===== config.mk =====
export PLATFORM = sky130hd
export DESIGN_NAME = mvna_div
export DESIGN_NICKNAME = d
export VERILOG_FILES = /design/src/hdl/mesh_vertex_normal_accumulator_core_defines.svh /design/src/hdl/mvna_pkg.sv /design/src/hdl/mvna_div.sv
export SDC_FILE = /design/constraint.sdc
export NUM_CORES = 1
export LEC_CHECK = 0
export BUFFER_PORTS_ARGS = -buffer_cell sky130_fd_sc_hd__buf_4
export CORE_MARGIN = 2
export CORE_UTILIZATION = 55
export CTS_BUF_LIST = sky130_fd_sc_hd__clkbuf_4 sky130_fd_sc_hd__clkbuf_8 sky130_fd_sc_hd__clkbuf_16
export DETAILED_ROUTE_END_ITERATION = 10
export HOLD_SLACK_MARGIN = 0.05
export PLACE_DENSITY = 0.81
export SYNTH_ARGS = -nofsm -noshare
export SYNTH_HDL_FRONTEND = slang
export SYNTH_SLANG_ARGS = --single-unit

===== constraint.sdc =====
create_clock -name clock -period 3.6 [get_ports clock]
set_input_delay 0.72 -clock clock [delete_from_list [all_inputs] [get_ports clock]]
set_output_delay 0.72 -clock clock [all_outputs]
set_load 0.02 [all_outputs]

===== src/hdl/mesh_vertex_normal_accumulator_core_defines.svh =====
// ----------------------------------------------------------------------------
// mesh vertex normal accumulator assertion macros
// concurrent checks on clock, disabled during reset; empty under SYNTH
// ----------------------------------------------------------------------------
`ifndef MESH_VERTEX_NORMAL_ACCUMULATOR_CORE_DEFINES_SVH
`define MESH_VERTEX_NORMAL_ACCUMULATOR_CORE_DEFINES_SVH
`ifndef SYNTH
`define MVNA_ASSERT(lbl, prop) \
   lbl: assert property (@(posedge clock) disable iff (reset) prop) \
      else $error("mvna assertion failed");
`define MVNA_NEVER(lbl, expr) \
   `MVNA_ASSERT(lbl, !(expr))
`else
`define MVNA_ASSERT(lbl, prop)
`define MVNA_NEVER(lbl, expr)
`endif
`endif


===== src/hdl/mvna_pkg.sv =====
// ----------------------------------------------------------------------------
// mvna_pkg
// shared types and constants of the vertex normal accumulator
// ----------------------------------------------------------------------------
package mvna_pkg;

   localparam int VERTICES = 1024;
   localparam int ADDR_W   = (VERTICES > 1) ? $clog2(VERTICES) : 1;
   localparam int ACC_W    = 48;
   localparam int C_W      = 43;
   localparam int DIV_NW   = 64;
   localparam int DIV_DW   = 33;

   localparam logic [1:0] CMD_ACC   = 2'd0;
   localparam logic [1:0] CMD_READ  = 2'd1;
   localparam logic [1:0] CMD_CLEAR = 2'd2;

   typedef struct packed {
      logic [1:0]         command;
      logic [9:0]         vertex_a;
      logic [9:0]         vertex_b;
      logic signed [31:0] face_a_x;
      logic signed [31:0] face_a_y;
      logic signed [31:0] face_a_z;
      logic signed [31:0] face_b_x;
      logic signed [31:0] face_b_y;
      logic signed [31:0] face_b_z;
      logic [31:0]        area_a;
      logic [31:0]        area_b;
      logic [31:0]        edge_length;
   } req_type;

   typedef struct packed {
      logic [9:0]         vertex_index;
      logic signed [31:0] normal_x;
      logic signed [31:0] normal_y;
      logic signed [31:0] normal_z;
      logic               status;
   } rsp_type;

   typedef struct packed {
      logic               start;
      logic [DIV_NW-1:0]  num;
      logic [DIV_DW-1:0]  den;
   } div_req_type;

   typedef struct packed {
      logic               busy;
      logic               done;
      logic [DIV_NW-1:0]  quo;
   } div_rsp_type;

   typedef logic [2:0][ACC_W-1:0] acc_type;

endpackage


===== src/hdl/mvna_div.sv =====
// ----------------------------------------------------------------------------
// mvna_div
// shared restoring divider, one quotient bit per cycle
// ----------------------------------------------------------------------------
module mvna_div (
   input  logic                 clock,
   input  logic                 reset,
   input  mvna_pkg::div_req_type req,
   output mvna_pkg::div_rsp_type rsp
);

   localparam int NW  = mvna_pkg::DIV_NW;
   localparam int DW  = mvna_pkg::DIV_DW;
   localparam int CNT_W = $clog2(NW);

   logic [NW-1:0]    num_ff, num_in;
   logic [DW-1:0]    rem_ff, rem_in;
   logic [DW-1:0]    den_ff, den_in;
   logic [CNT_W-1:0] cnt_ff, cnt_in;
   logic             busy_ff, busy_in;
   logic             done_ff, done_in;
   logic [DW:0]      shifted;
   logic [DW:0]      trial;

   // one restoring step
   always_comb begin
      shifted = {rem_ff, num_ff[NW-1]};
      trial   = shifted - {1'b0, den_ff};
      num_in  = num_ff;
      rem_in  = rem_ff;
      den_in  = den_ff;
      cnt_in  = cnt_ff;
      busy_in = busy_ff;
      done_in = 1'b0;
      if (req.start) begin
         num_in  = req.num;
         den_in  = req.den;
         rem_in  = '0;
         cnt_in  = '0;
         busy_in = 1'b1;
      end else if (busy_ff) begin
         if (!trial[DW]) begin
            rem_in = trial[DW-1:0];
            num_in = {num_ff[NW-2:0], 1'b1};
         end else begin
            rem_in = shifted[DW-1:0];
            num_in = {num_ff[NW-2:0], 1'b0};
         end
         cnt_in = cnt_ff + 1'b1;
         if (cnt_ff == CNT_W'(NW - 1)) begin
            busy_in = 1'b0;
            done_in = 1'b1;
         end
      end
   end

   // control
   always_ff @(posedge clock) begin
      if (reset) begin
         busy_ff <= 1'b0;
         done_ff <= 1'b0;
         cnt_ff  <= '0;
      end else begin
         busy_ff <= busy_in;
         done_ff <= done_in;
         cnt_ff  <= cnt_in;
      end
   end

   // datapath
   always_ff @(posedge clock) begin
      num_ff <= num_in;
      rem_ff <= rem_in;
      den_ff <= den_in;
   end

   assign rsp.busy = busy_ff;
   assign rsp.done = done_ff;
   assign rsp.quo  = num_ff;

endmodule


=== Word-level counts from Yosys, hierarchy flattened ===
Cells that the tools add are included.

* Register bits after elaboration: 138
* Bits in latches: 0
* Bits in writable memories: 0
* Memory bits (read-only): 0
* Input port bits: 100
* Output and inout bits: 66
* Word-level logic and storage cells: 21
* Memories kept: 0

* $add $sub $neg: 2
* Multiply operators: 0
* Divide/modulo/power cells: 0
* Magnitude comparators: 0
* Equal/unequal tests: 1
* Shifts and indexed selects: 0
* Muxes and demuxes: 8
* Bitwise gates (word level): 1
* Reductions and logical operators: 3

{| class="wikitable"
|+ Operator list
! kind !! number
|-
| 64-bit 2-to-1 mux || 2
|-
| 34-bit by 33-bit subtractor with 34-bit output || 1
|-
| 33-bit 2-to-1 mux || 1
|-
| 6-bit by 1-bit adder with 6-bit output, second input constant || 1
|-
| 6-bit == test, second input constant || 1
|-
| 1-bit 2-to-1 mux || 5
|-
| 3-bit OR reduction || 1
|-
| 2-bit nonzero test || 1
|-
| 2-bit OR reduction || 1
|-
| 1-bit NOT || 1
|}

=== Logic depth before layout (Yosys ltp) ===
Gate-level depths: netlist of run 1.

* Depth after elaboration: 4
* Gate-level depth with buffers: 12

=== Worst setup path after synthesis of run 1 ===
No wires, ideal clock.

* Path type: input to register
* Start point: in req[97] (netlist name)
* End point: reg num_ff[0] (enable)
* Setup time: 0.689 ns
* Arrival: 2.154 ns
* Data required time: 2.911 ns
* Setup slack: 0.756 ns
* Cell stages on the path: 3
* Buffers on the path: 1
* Path through: inv_1 clkbuf_1 nand2_1

* Longest elaborated chain between the ends: 1

{| class="wikitable"
|+ RTL lines
! element !! RTL line !! RTL
|-
| start: declaration || mvna_div.sv:8 || <nowiki>input mvna_pkg::div_req_type req,</nowiki>
|-
| 2-bit nonzero test (no source line) || n/a ||
|-
| end signal: assignment || mvna_div.sv:72 || <nowiki>num_ff <= num_in;</nowiki>
|-
| end: declaration || mvna_div.sv:16 || <nowiki>logic [NW-1:0] num_ff, num_in;</nowiki>
|}

Every way passes these cells.
A chain may end at the register's enable or synchronous reset.

=== Worst setup path in the final report of run 1 ===
* Start point: reg den_ff[1]
* End point: reg num_ff[0], data pin

* Longest elaborated chain between the ends: 4

{| class="wikitable"
|+ RTL lines
! element !! RTL line !! RTL
|-
| start: declaration || mvna_div.sv:18 || <nowiki>logic [DW-1:0] den_ff, den_in;</nowiki>
|-
| start signal: assignment || mvna_div.sv:74 || <nowiki>den_ff <= den_in;</nowiki>
|-
| 34-bit by 33-bit subtractor with 34-bit output || mvna_div.sv:28 || <nowiki>trial = shifted - {1'b0, den_ff};</nowiki>
|-
| 1-bit 2-to-1 mux || mvna_div.sv:42 || <nowiki>if (!trial[DW]) begin</nowiki>
|-
| 64-bit 2-to-1 mux || mvna_div.sv:41 || <nowiki>end else if (busy_ff) begin</nowiki>
|-
| 64-bit 2-to-1 mux || mvna_div.sv:35 || <nowiki>if (req.start) begin</nowiki>
|-
| via num_in[0] || mvna_div.sv:16 ||
|}

The timed path passes the listed nets, and every way through them passes these cells. The select of a mux whose other input is x is not followed.

==> impl_metrics.yaml, run 1 <==
clock_network:
  clkLatencyLatePin_ns: 0.42
  cts-htree-levels: 4
  clock-sinks: 138
  path_clk_slew_ns: 0.06
  cts_resized: 0
  cts_setup_buffers: 0
  numCtsBuffers: 17
  cts_tree: "done"
  holdBufCountCts: 0
  clock-root-buffer: "clkbuf_16"
  cts_buffer_depth: 2
placed_design:
  place_inst: 1019
  port_buffers: 165
  hpwl_um: 13780
  gp_congestion: 0.9079
timing:
  rsz0062_at_grt: "false"
  finClkSkew_ns: 0.01175
  min_period_over_period_pct: 87.01
  worst_pin_slew_ns: 1.263
  period_minus_slack_ns: 3.132
  setup_viol: 0
  finalHoldViolCount: 0
  max_slew_margin_pct: 15.45
  fmaxAchievable_mhz: 319.3
  setup_tns_ns: 0
  drv_slew: 0
  hold-worst-slack_ns: 0.4518
detailed_routing:
  num_vias: 6182
  wl_um: 19730
  ant_nets: 0
  routedWlPerCell_um: 18.77
  drtPass1Iterations: 5
  drt-initial-drc-count: 560
  via_per_inst: 5.882
  drc: 0
synth:
  avgSynthCellArea_um2: 10.69
  syn_nets: 843
  yosysTopAreaCellShare_pct: 38.49
  muxShareOfSynthArea_pct: 10.10
  synthesis.area_um2: 7569
  synth_top_area_cell: "edfxtp_1"
  synth_edf_count: 97
  yosys_warnings: 0
  syn_inst: 708
  synth-simple-area-share_pct: 11.03
  seq_area_frac_synth_pct: 49.33
  yosysUniqueCellTypes: 54
  synth_compound_area_share_pct: 15.82
  ys_top_cells_by_area: "edfxtp_1 (38%), dfxtp_1 (11%), mux2_2 (9.4%)"
  synth_ff_type: "edfxtp_1"
  synth-seq-cells: 138
  async_reset_ff_share_pct: 0
  synth-xor-area-share_pct: 3.587
  synthAdderAreaFrac_pct: 5.885
  synth_top_family_by_area: "compound AO/OA/AOI/OAI gates"
floorplan:
  dieArea_um2: 14710
  core-area_um2: 13350
  rows: 42
  start_util_pct: 56.70
  die_x_um: 121.3
  dieHeight_um: 121.3
  boundaryPins: 166
layout:
  fill_cells: 947
  multi_input_area_um2: 3520
  syn2layout_area_growth_pct: 26.47
  final_cells: 1051
  nets: 997
  diodes: 0
  seqCellArea_um2: 3735
  drive_above_1_share_pct: 31.54
power:
  seq_power_share_pct: 38.1
  p_comb_share_pct: 26.3
  clkPwrFrac_pct: 35.6
  swShare_pct: 30.55
  p_per_area_nw_per_um2: 544.6
  ir_drop_mv: 0.4771
  p_leak_nw: 4.028
  internal-power_w: 0.003620
  p_sw_w: 0.001593
min_path:
  hold_class: "in -> reg"
  worstHoldStart: "reset"
critical_path:
  cp-startpoint: "den_ff[1]"
  crit_type: "reg -> reg"
  critical_path_arrival_ns: 3.28
  critPathMaxFanout: 26
  required_ns: 3.75
  worstReg2RegStart: "den_ff[1]"
  crit_path_end_kind: "register"
  worstSetupStartpointType: "register"
job:
  max_cap_viol_count: 0
global_routing:
  grt_pass1_wl_um: 31750
  first_global_vias: 6318
  grt_max_degree: 125
  grt_use_total_pct: 27.81
  gr-total-overflow: 0
  antenna_found_initial: 0
outcome:
  status: "complete, no violations"
through the flow:
step | instance area [um2] | util, % | total power (W) | setup WS, ns
final | 9572 | 71.71 | 0.005213 | 0.4677
after global routing | 9572 | 71.71 | 0.005444 | 0.08482
after CTS | 9572 | 71.71 | 0.005222 | 0.4455
after detailed placement | 8945 | 67.01 | 0.003360 | 0.4341
after global placement | 8945 | 67.01 | 0.003323 | 0.5802
after floorplan | 7569 | - | 0.002897 | 0.7562
power groups by stage:
stage	combinational, W	sequential (W)	clock, W
floorplan	0.000810	0.00209	0
global placement	0.00132	0.00201	0
detailed placement	0.00135	0.00201	0
CTS	0.00136	0.00199	0.00188
global route	0.00149	0.00200	0.00195
finish	0.00137	0.00198	0.00186
logic make-up after synthesis:
kind of cell | Yosys count
AND/OR/NAND/NOR | 174
multiplexers | 68
buffers and inverters | 78
XOR/XNOR | 31
AO/OA/AOI/OAI | 184
flip-flops | 138
adder cells (fa/ha/maj) | 35
critical path, cell delays in order, from the launching register on:
cell and delay [ns]:
edfxtp_1 0.38, inv_1 0.06, ha_1 0.26, nor2b_1 0.19, o2111ai_1 0.20, a211oi_1 0.42, o211ai_1 0.15, o211ai_2 0.15
mux2_4 0.47, nor2_1 0.45, o21ai_0 0.13
cells in the mapped netlist (all sizes together), types with 17 or more instances:
| cell type | instances |
|---|---|
| dfxtp | 41 |
| clkbuf | 30 |
| ha | 34 |
| o21ai | 48 |
| nor2 | 50 |
| nand2 | 42 |
| a311oi | 26 |
| nand3 | 27 |
| mux2 | 64 |
| edfxtp | 97 |
| inv | 41 |
| a21oi | 44 |
| xor2 | 17 |
per-layer routing:
metal,vias up,routed length (um),GRT usage (%)
li1,2968,-,-
met1,2968,7937,32.95
met2,221,9864,46.77
met3,25,1551,10.39
met4,0,371,9.052
met5,-,0,0
cells in the final DEF, fill, tap and decap left out, drive strengths merged, types with 3 or more instances in the layout:
master | Yosys | final
a211oi | 11 | 11
a21o | 12 | 12
a21oi | 44 | 44
a311oi | 26 | 26
a31oi | 10 | 10
and3 | 10 | 10
buf | 7 | 172
bufinv | 0 | 4
clkbuf | 30 | 18
clkinv | 0 | 5
dfxtp | 41 | 41
edfxtp | 97 | 97
ha | 34 | 34
inv | 41 | 44
mux2 | 64 | 64
mux2i | 4 | 4
nand2 | 42 | 42
nand2b | 5 | 5
nand3 | 27 | 27
nand4 | 6 | 6
nor2 | 50 | 50
nor2b | 4 | 4
nor3 | 8 | 8
nor3b | 5 | 5
nor4 | 4 | 4
o211ai | 6 | 6
o21a | 4 | 4
o21ai | 48 | 48
o21bai | 3 | 3
o31ai | 7 | 7
xnor2 | 14 | 14
xor2 | 17 | 17
worst paths after layout:
kind / cells past startpoint / slack (ns) / endpoint
max: 10 / 0.47 / num_ff[0]
min: 2 / 0.45 / busy_ff
max reg2reg: 10 / 0.47 / num_ff[0]
min reg2reg: 2 / 0.51 / rem_ff[15]
final cells by class:
type / instances / share of cell area [%]
multi-input cells: 492 / 36.77
inverters: 41 / 1.608
well taps: 176 / 2.301
clock inverters: 14 / 2.026
clock buffers: 18 / 4.523
repair buffers: 172 / 13.75
flip-flops and latches: 138 / 39.02
registers in the layout (all words and copies together), names as in the netlist:
signal / count
done_ff: 1
rem_ff: 33
den_ff: 33
num_ff: 64
cnt_ff: 6
busy_ff: 1
No activity file was read; power rests on OpenSTA's default activity.
==> run 2, diff against run 1 <==
GPL_TIMING_DRIVEN = 0   (was not set)
==> run 2 against run 1 <==
Effect of this change: critical path depth stayed put; design area is 0.72% higher; non-clock buffer count rose by 32; clock skew fell by 0.0022 ns; via count rose by 3.3%; global-route usage up 1.0 points; total power shrank 3.2%; critical path type unchanged.
==> impl_metrics.yaml, run 2 (synthesized netlist as in run 1, its figures left out) <==
outcome:
  status: "complete, no violations"
clock_network:
  holdBufCountCts: 0
  path_clk_slew_ns: 0.06
  clock-root-buffer: "clkbuf_16"
  clock-sinks: 138
  cts_resized: 0
  cts_buffer_depth: 2
  clkLatencyLatePin_ns: 0.43
  cts_tree: "done"
  cts_setup_buffers: 0
  cts-htree-levels: 4
  numCtsBuffers: 17
critical_path:
  worstSetupStartpointType: "register"
  critical_path_arrival_ns: 3.55
  path_cells: "inv_1, ha_1, nor2b_1, o2111ai_1, a211oi_1, o211ai_1, o211ai_2, mux2_4, nor2_1, o21ai_0"
  cp-startpoint: "den_ff[1]"
  r2r_cells: 10
  r2r-end: "num_ff[0]"
  worstReg2RegStart: "den_ff[1]"
  critPathMaxFanout: 8
  crit_path_end_kind: "register"
  crit_type: "reg -> reg"
  slowest_delay_ns: 0.57
  rrSetupSlack_ns: 0.19
  slowest_stage: "nor2_1"
  required_ns: 3.73
power:
  internal-power_w: 0.003417
  p_comb_share_pct: 27.6
  ir_drop_mv: 0.3911
  clkPwrFrac_pct: 33.0
  swShare_pct: 32.26
  p_leak_nw: 4.028
  power_w: 0.005044
  p_sw_w: 0.001627
  seq_power_share_pct: 39.4
  p_per_area_nw_per_um2: 523.2
layout:
  diodes: 0
  largest_reg_flops: 64
  largestRegisters: "num_ff x64, den_ff x33, rem_ff x33"
  nets: 1029
  drive_above_1_share_pct: 30.21
  syn2layout_area_growth_pct: 27.38
  mostFrequentLayoutCells: "buf_4 (168), edfxtp_1 (97), mux2_2 (63), nor2_1 (50), a21oi_1 (44)"
  postLayoutCoreUtil_pct: 72.23
  final_common_cell: "buf_4"
  regMostFlops: "num_ff"
global_routing:
  first_global_vias: 6740
  grt_pass1_wl_um: 33080
  grt_use_total_pct: 28.85
  gr-total-overflow: 0
  grt_max_degree: 36
  antenna_found_initial: 0
min_path:
  hold_end: "busy_ff"
  worstHoldStart: "reset"
  hold_class: "in -> reg"
  hold_depth: 2
timing:
  setup_viol: 0
  worst_pin_slew_ns: 0.8086
  max_slew_margin_pct: 45.85
  rsz0062_at_grt: "false"
  drv_slew: 0
  finClkSkew_ns: 0.009520
  min_period_over_period_pct: 94.83
  period_minus_slack_ns: 3.414
  fmaxAchievable_mhz: 292.9
  finalHoldViolCount: 0
floorplan:
  dieHeight_um: 121.3
  rows: 42
  die_x_um: 121.3
  core-area_um2: 13350
  dieArea_um2: 14710
  boundaryPins: 166
  start_util_pct: 56.70
detailed_routing:
  via_per_inst: 5.897
  drc: 0
  wl_um: 20630
  drt-initial-drc-count: 428
  drtPass1Iterations: 5
  routedWlPerCell_um: 19.05
  ant_nets: 0
  num_vias: 6386
placed_design:
  gp_congestion: 0.9362
  hpwl_um: 15090
  port_buffers: 165
job:
  max_cap_viol_count: 0
-- run 2: worst max path at each step --
stage                 endpoint  depth (start not counted)
floorplan            num_ff[0]                          3
global placement    num_ff[50]                          4
detailed placement   num_ff[0]                         10
CTS                  num_ff[0]                         10
global route         num_ff[0]                         10
finish               num_ff[0]                         10
-- run 2: power groups by stage --
stage               combinational [W]  clock, W  sequential, W
floorplan                    0.000810         0        0.00209
global placement              0.00132         0        0.00201
detailed placement            0.00136         0        0.00201
CTS                           0.00137   0.00169        0.00199
global route                  0.00151   0.00174        0.00200
finish                        0.00139   0.00167        0.00199
-- run 2: metal layers --
metal / GRT usage, % / share of wire (%) / vias up
met5: 0 / 0 / -
met4: 10.49 / 1.9 / 0
met3: 8.929 / 8.2 / 33
met2: 50.39 / 50 / 240
met1: 33.29 / 39 / 3086
li1: - / - / 3027
-- run 2: cell type report --
cell class / count / area [um2]
Clock inverter: 14 / 122.6
Multi-Input combinational cell: 492 / 3516
Timing Repair Buffer: 167 / 1294
Inverter: 41 / 153.9
Fill cell: 968 / 3707
Buffer: 37 / 167.7
Tap cell: 176 / 220.2
Clock buffer: 18 / 432.9
Sequential cell: 138 / 3734
-- run 2: critical path, delay by kind of cell, from the launching register on --
kind / cells / cell delay, ns
compound gates: 5 / 1.26
mux: 1 / 0.40
buf+inv: 1 / 0.06
simple gates: 2 / 0.73
fa+ha+maj: 1 / 0.26
flops: 1 / 0.41
-- run 2: metrics by stage --
stage / cells / hold slack, ns / setup TNS, ns / instance area [um2] / setup slack, ns
after CTS: 1083 / 0.4436 / 0 / 9641 / 0.2551
after global placement: 1049 / 0.4673 / -23.69 / 9027 / -0.3729
after global routing: 1083 / 0.4491 / 0 / 9641 / 0.0002913
final: 1083 / 0.4556 / 0 / 9641 / 0.1860
after floorplan: 708 / 0.4541 / 0 / 7569 / 0.7562
after detailed placement: 1051 / 0.4769 / 0 / 9085 / 0.2927
